### config.mk
export PLATFORM = sky130hd
export DESIGN_NAME = ncomix_cell
export DESIGN_NICKNAME = d
export VERILOG_FILES = /design/src/sv/ncomix_cell.sv
export SDC_FILE = /design/constraint.sdc
export NUM_CORES = 1
export LEC_CHECK = 0
export ABC_AREA = 1
export BUFFER_PORTS_ARGS = -buffer_cell sky130_fd_sc_hd__buf_2
export CAP_MARGIN = 5
export CORE_AREA = 8 8 45 47
export DETAILED_ROUTE_END_ITERATION = 12
export DIE_AREA = 0 0 53 55
export MAX_ROUTING_LAYER = met4
export PLACE_DENSITY = 0.46
export SYNTH_ARGS = -nofsm -noshare
export SYNTH_HDL_FRONTEND = slang
export SYNTH_SLANG_ARGS = --single-unit
### constraint.sdc
create_clock -name clk -period 0.8 [get_ports clk]
set_input_delay 0.04 -clock clk [delete_from_list [all_inputs] [get_ports clk]]
set_output_delay 0.04 -clock clk [all_outputs]
set_load 0.02 [all_outputs]
### src/sv/ncomix_cell.sv
`default_nettype none

module ncomix_cell #(
    parameter int WIDTH = 8
) (
    input  wire logic             clk,
    input  wire logic             rst_n,
    input  wire logic             advance,
    input  wire logic             valid_in,
    input  wire logic [WIDTH-1:0] data_in,
    output logic                  valid_out,
    output logic      [WIDTH-1:0] data_out
);

    logic             valid_reg;
    logic [WIDTH-1:0] data_reg;

    always_ff @(posedge clk or negedge rst_n)
    begin
        if (!rst_n)
        begin
            valid_reg <= 1'b0;
        end
        else if (advance)
        begin
            valid_reg <= valid_in;
        end
    end

    always_ff @(posedge clk)
    begin
        if (advance)
        begin
            data_reg <= data_in;
        end
    end

    assign valid_out = valid_reg;
    assign data_out  = data_reg;

endmodule

`default_nettype wire

==> flow_summary_export.csv, run 1 <==
group,metric,value,unit
route,detail_route.wirelength,796,um
placed_design,place_congestion,0.741,
layout,cell_count_final_fillers_out,63,
grt,grtUsageMet2,8.98,%
clocking,cts.reportedPaths.clkPinSlew,0.06,ns
power_and_ir_drop,static_leakage,0.257,nW
min_path,worstHoldPathType,"input port to async pin",
power_and_ir_drop,power_switching_share,22.2,%
setup_path,type_of_element_launching_the_critical_path,"flop",
clocking,cts.repair_timing.setup_buffer_count,0,
clocking,clk_root_buffer_cell,"clkbuf_4",
power_and_ir_drop,finalPower,1.10,mW
setup_path,timing.critical_path.to_type,"primary output",
power_and_ir_drop,ir_worst_vdd,0.703,mV
sta,clock-skew-final,0,ns
grt,grt_start_max_net_pins,11,
setup_path,timing.critical_path.arrival,0.79,ns
placed_design,dpl.cell_count,49,
yosys,yosysUniqueCellTypes,4,
outcome,status,"complete, but fails checks",
outcome,violations,"setup timing",
grt,grt_util_all_layers,7.28,%
grt,grt_overflow,0,
floorplan,initial_utilization,20.3,%
yosys,async_sr_flop_fraction,11.1,%
clocking,cts_htree_levels,1,
route,num_vias,242,
floorplan,fp.dieW,53,um
route,vias_per_cell,3.84,
floorplan,coreArea,0.00138,mm2
grt,antenna_found_initial,0,
yosys,synth.most_common_cell,"edfxtp_1",
yosys,cell_types_with_the_highest_counts_after_synthesis,"edfxtp_1, nand2_1, dfrtp_1, inv_1",
floorplan,dieHeight,55,um
yosys,synth.area.top_cells,"edfxtp_1, dfrtp_1, nand2_1",
yosys,syn_avg_cell_area,21.6,um2
power_and_ir_drop,internal_power,0.859,mW
yosys,synth.ff_latch_count,9,
setup_path,worstSetupPathType,"flop to primary output",
route,initialDrtViolationCount,0,
clocking,tritoncts.num_buffers,3,
grt,groute.layer.met3.usage,4.81,%
sta,rsz0062_at_grt,"true",
route,detail_route.first_pass.iterations,1,
setup_path,critical_path.max_fanout,1,
power_and_ir_drop,pwr-share-seq,51.8,%
yosys,synth_enable_flop_cells,8,
setup_path,r2r_end,"valid_out",
clocking,cts.path.max_buffers,2,
setup_path,reg2reg_depth,2,
floorplan,floorplan_die_area,0.00292,mm2
flow_run,drv_cap,0,
grt,global_route.peak_usage_layer,"met2",
clocking,clk-insertion-delay-late,0.25,ns
yosys,mappedNetlistArea,280,um2
setup_path,cell_type_of_the_slowest_stage_on_the_worst_timing_path,"edfxtp_1",
setup_path,cp_data_required_time,0.76,ns
route,wire_per_inst,12.6,um
layout,design.final.nets,60,
power_and_ir_drop,clock_power_share,30.0,%
yosys,synthCells,13,
floorplan,boundaryPins,21,
sta,final.hold.worst_slack,0.0754,ns
setup_path,cpLargestDelayFamily,"flip-flops",
layout,post_route_cells_drive_above_1_share,48.9,%
layout,syn2layout_area_growth,106,%
layout,antenna-diode-count,0,
setup_path,cp_peak_stage_delay,0.39,ns
grt,gr-usage-met1,7.64,%
route,ant_nets,0,
yosys,post-synth-top-area-fraction,85.7,%
placed_design,dp_slack,0.205,ns
setup_path,ff2ff_setup_slack,0.19,ns
power_and_ir_drop,power_switching,0.245,mW
grt,first_global_vias,294,
sta,timing_max_transition_violations_final,0,
yosys,yosys_warn_count,0,
yosys,synth.yosys.seq_area_share,94.6,%
sta,final-hold-violation-count,0,
power_and_ir_drop,p_comb_share,18.2,%
yosys,synthFlopType,"edfxtp_1",
sta,maxClockFrequency,1210,MHz
sta,tightestPinTransition,0.207,ns
placed_design,numPortBuffers,20,
sta,period_minus_slack,0.829,ns
yosys,synth_area_leader,"edfxtp_1",
route,remaining_routing_drc_violations,0,
sta,timing.final.crit_share,104,%
sta,post_layout_worst_setup_margin,-0.0289,ns
clocking,clkSinkCount,9,
clocking,tritoncts_clock_tree,"done",
sta,final-setup-viol-count,9,
floorplan,num_rows,14,
setup_path,crit_path_cell_trace,"buf_6",
power_and_ir_drop,power.density_cell_area,1910,mW/mm2
yosys,synth_fp_nets,25,
sta,maxSlewHeadroom,86.2,%
setup_path,regToRegStartpoint,"valid_out",
setup_path,path_buf_inv,1,
grt,grt_pass1_wl,1370,um
power by group through the flow:
| stage | sequential, mW | combinational, mW | clock, mW |
|---|---|---|---|
| CTS | 0.567 | 0.184 | 0.351 |
| detailed placement | 0.573 | 0.129 | 0 |
| global placement | 0.571 | 0.125 | 0 |
| global route | 0.574 | 0.213 | 0.394 |
| finish | 0.572 | 0.201 | 0.332 |
| floorplan | 0.623 | 0.00479 | 0 |
registers in the layout, indices dropped and copies added, names as in the netlist:
signal     count
valid_out      1
data_out       8
what timing repair did:
| action | CTS | global route |
|---|---|---|
| cloned | 0 | 0 |
| setup endpoints to repair | 9 | 9 |
| hold buffers | 10 | 0 |
| resized for setup | 8 | 8 |
| hold endpoints to repair | 10 | 0 |
worst max path at each step:
stage                      startpoint     endpoint  cells past startpoint
after floorplan             valid_out    valid_out                      2
after global placement      valid_out    valid_out                      2
after detailed placement    valid_out    valid_out                      2
after CTS                 data_out[1]  data_out[1]                      1
after global routing      data_out[7]  data_out[7]                      1
final                     data_out[7]  data_out[7]                      1
placed cells by master (no fill, tap or decap):
cell,synthesis,final
nand2_1,3,3
buf_2,0,12
clkbuf_1,0,1
inv_1,1,1
buf_6,0,8
dfrtp_1,1,1
dlygate4sd3_1,0,10
edfxtp_1,8,8
clkbuf_4,0,3
layer usage:
| metal | vias up | routed length, um |
|---|---|---|
| met5 | - | 0 |
| met1 | 105 | 343 |
| met4 | 0 | 4 |
| li1 | 114 | - |
| met2 | 21 | 312 |
| met3 | 2 | 135 |
kinds of logic after synthesis:
family / Yosys count / synth area share, %
simple gates: 3 / 4.02
flops: 9 / 94.6
buf+inv: 1 / 1.34
cell type report:
class                      count  area, um2
fill                         132        807
tap                           16       20.0
inverter                       1       3.75
clock buffer                   4       26.3
multi-input combinational      3       11.3
sequential                     9        265
timing repair buffer          30        250
through the flow:
stage                     util, %  instance area, um2  TNS (ns)
after floorplan                 -                 280         0
after global placement       28.9                 400         0
after detailed placement     28.9                 400         0
after CTS                    39.9                 552    -0.268
after global routing         41.7                 577    -0.575
final                        41.7                 577    -0.148
(Power assumes the default switching activity.)
==> run 2, diff against run 1 <==
- GPL_TIMING_DRIVEN: not set -> 0
- PLACE_DENSITY: 0.46 -> not set
==> run 2 against run 1 <==
Net effect: the run still ends with setup timing left; total power up 0.61%; via count decreased by 5.8%; flip-flop and latch count unchanged; global-route usage is 0.57 points lower; final area unchanged; final cell count unchanged; sequential power barely moved; fmax shrank 1.2%; critical endpoint unchanged.
==> flow_summary_export.csv, run 2 (synthesis gave the netlist of run 1 again) <==
group,metric,value,unit
outcome,status,"complete, but fails checks",
outcome,violations,"setup timing",
sta,timing_max_transition_violations_final,0,
setup_path,cp_peak_stage_delay,0.39,ns
floorplan,num_rows,14,
route,wire_per_inst,13.3,um
route,initialDrtViolationCount,0,
sta,final-setup-viol-count,9,
power_and_ir_drop,ir_worst_vdd,0.897,mV
layout,syn2layout_area_growth,106,%
setup_path,type_of_element_launching_the_critical_path,"flop",
clocking,tritoncts.num_buffers,3,
setup_path,timing.critical_path.arrival,0.80,ns
clocking,tritoncts_clock_tree,"done",
clocking,cts.reportedPaths.clkPinSlew,0.06,ns
grt,grt_util_all_layers,6.71,%
route,ant_nets,0,
grt,grt_pass1_wl,1300,um
sta,final-hold-violation-count,0,
floorplan,floorplan_die_area,0.00292,mm2
setup_path,critical_path.max_fanout,1,
layout,design.final.nets,60,
setup_path,timing.critical_path.to_type,"primary output",
route,num_vias,228,
layout,post_route_cells_drive_above_1_share,48.9,%
flow_run,drv_cap,0,
sta,maxSlewHeadroom,86.3,%
floorplan,dieHeight,55,um
setup_path,crit_path_cell_trace,"buf_6",
sta,post_layout_worst_setup_margin,-0.0386,ns
route,vias_per_cell,3.62,
layout,antenna-diode-count,0,
floorplan,fp.dieW,53,um
sta,timing.final.crit_share,105,%
layout,layout.core_utilization,41.7,%
placed_design,numPortBuffers,20,
grt,first_global_vias,271,
sta,clock-skew-final,0,ns
min_path,worstHoldPathType,"input port to async pin",
floorplan,coreArea,0.00138,mm2
setup_path,cell_type_of_the_slowest_stage_on_the_worst_timing_path,"edfxtp_1",
setup_path,reg2reg_depth,2,
sta,period_minus_slack,0.839,ns
clocking,clk_root_buffer_cell,"clkbuf_4",
sta,tightestPinTransition,0.205,ns
clocking,cts_htree_levels,1,
setup_path,cpLargestDelayFamily,"flip-flops",
placed_design,place_congestion,0.723,
sta,tns,-0.165,ns
grt,grt_overflow,0,
clocking,clk-insertion-delay-late,0.25,ns
sta,maxClockFrequency,1190,MHz
floorplan,boundaryPins,21,
sta,final.hold.worst_slack,0.0848,ns
clocking,cts.path.max_buffers,2,
setup_path,worstSetupPathType,"flop to primary output",
route,detail_route.first_pass.iterations,1,
power_and_ir_drop,finalPower,1.11,mW
setup_path,path_buf_inv,1,
setup_path,r2r_end,"valid_out",
power_and_ir_drop,static_leakage,0.257,nW
layout,fillCellCount,128,
layout,number_of_flip_flops_in_the_largest_register,8,
setup_path,ff2ff_setup_slack,0.20,ns
clocking,clkSinkCount,9,
floorplan,initial_utilization,20.3,%
layout,commonest_non_fill_non_tap_cell_in_the_layout,"buf_2",
route,detail_route.wirelength,838,um
grt,grt_start_max_net_pins,11,
setup_path,cp_data_required_time,0.76,ns
setup_path,regToRegStartpoint,"valid_out",
grt,antenna_found_initial,0,
sta,rsz0062_at_grt,"true",
layout,mostFrequentLayoutCells,"buf_2, dlygate4sd3_1, edfxtp_1, buf_6",
route,remaining_routing_drc_violations,0,
clocking,cts.repair_timing.setup_buffer_count,0,
power_and_ir_drop,power.density_cell_area,1930,mW/mm2
## run 2: power breakdown
group / internal, mW / switching, mW
sequential: 0.554 / 0.0167
combinational: 0.114 / 0.0882
clock: 0.191 / 0.147
total: 0.859 / 0.252
## run 2: timing repair
action | 4_1_cts | 5_1_grt
resized for setup | 2 | 14
pin swaps | 0 | 0
endpoints found under the hold margin | 10 | 0
gates cloned | 0 | 0
endpoints found under the setup margin | 9 | 9
hold buffers | 10 | 0
## run 2: area by class of cell
class	count	area [um2]	share of cell area (%)
Clock buffer	4	26.3	4.56
Tap cell	16	20.0	3.47
Inverter	1	3.75	0.651
Multi-Input combinational cell	3	11.3	1.95
Timing Repair Buffer	30	250	43.4
Sequential cell	9	265	46.0
## run 2: worst max-delay path by stage
stage | from | endpoint | cells after the start
after CTS | data_out[0] | data_out[0] | 1
after global placement | valid_out | valid_out | 2
final | data_out[7] | data_out[7] | 1
after global routing | data_out[7] | data_out[7] | 1
after detailed placement | valid_out | valid_out | 2
after floorplan | valid_out | valid_out | 2
## run 2: stage by stage
stage / instance area, um2 / worst slack (ns) / cells
after floorplan: 280 / 0.124 / 13
after global placement: 400 / 0.230 / 49
after detailed placement: 400 / 0.229 / 49
after CTS: 533 / -0.0496 / 63
after global routing: 577 / -0.0742 / 63
final: 577 / -0.0386 / 63
## run 2: layer usage
| metal | vias up | share of wire [%] | global-route usage, % |
|---|---|---|---|
| met3 | 0 | 18 | 5.61 |
| met2 | 23 | 39 | 10.4 |
| li1 | 113 | - | - |
| met4 | 0 | 0 | 1.29 |
| met1 | 92 | 43 | 6.40 |
| met5 | - | 0 | - |
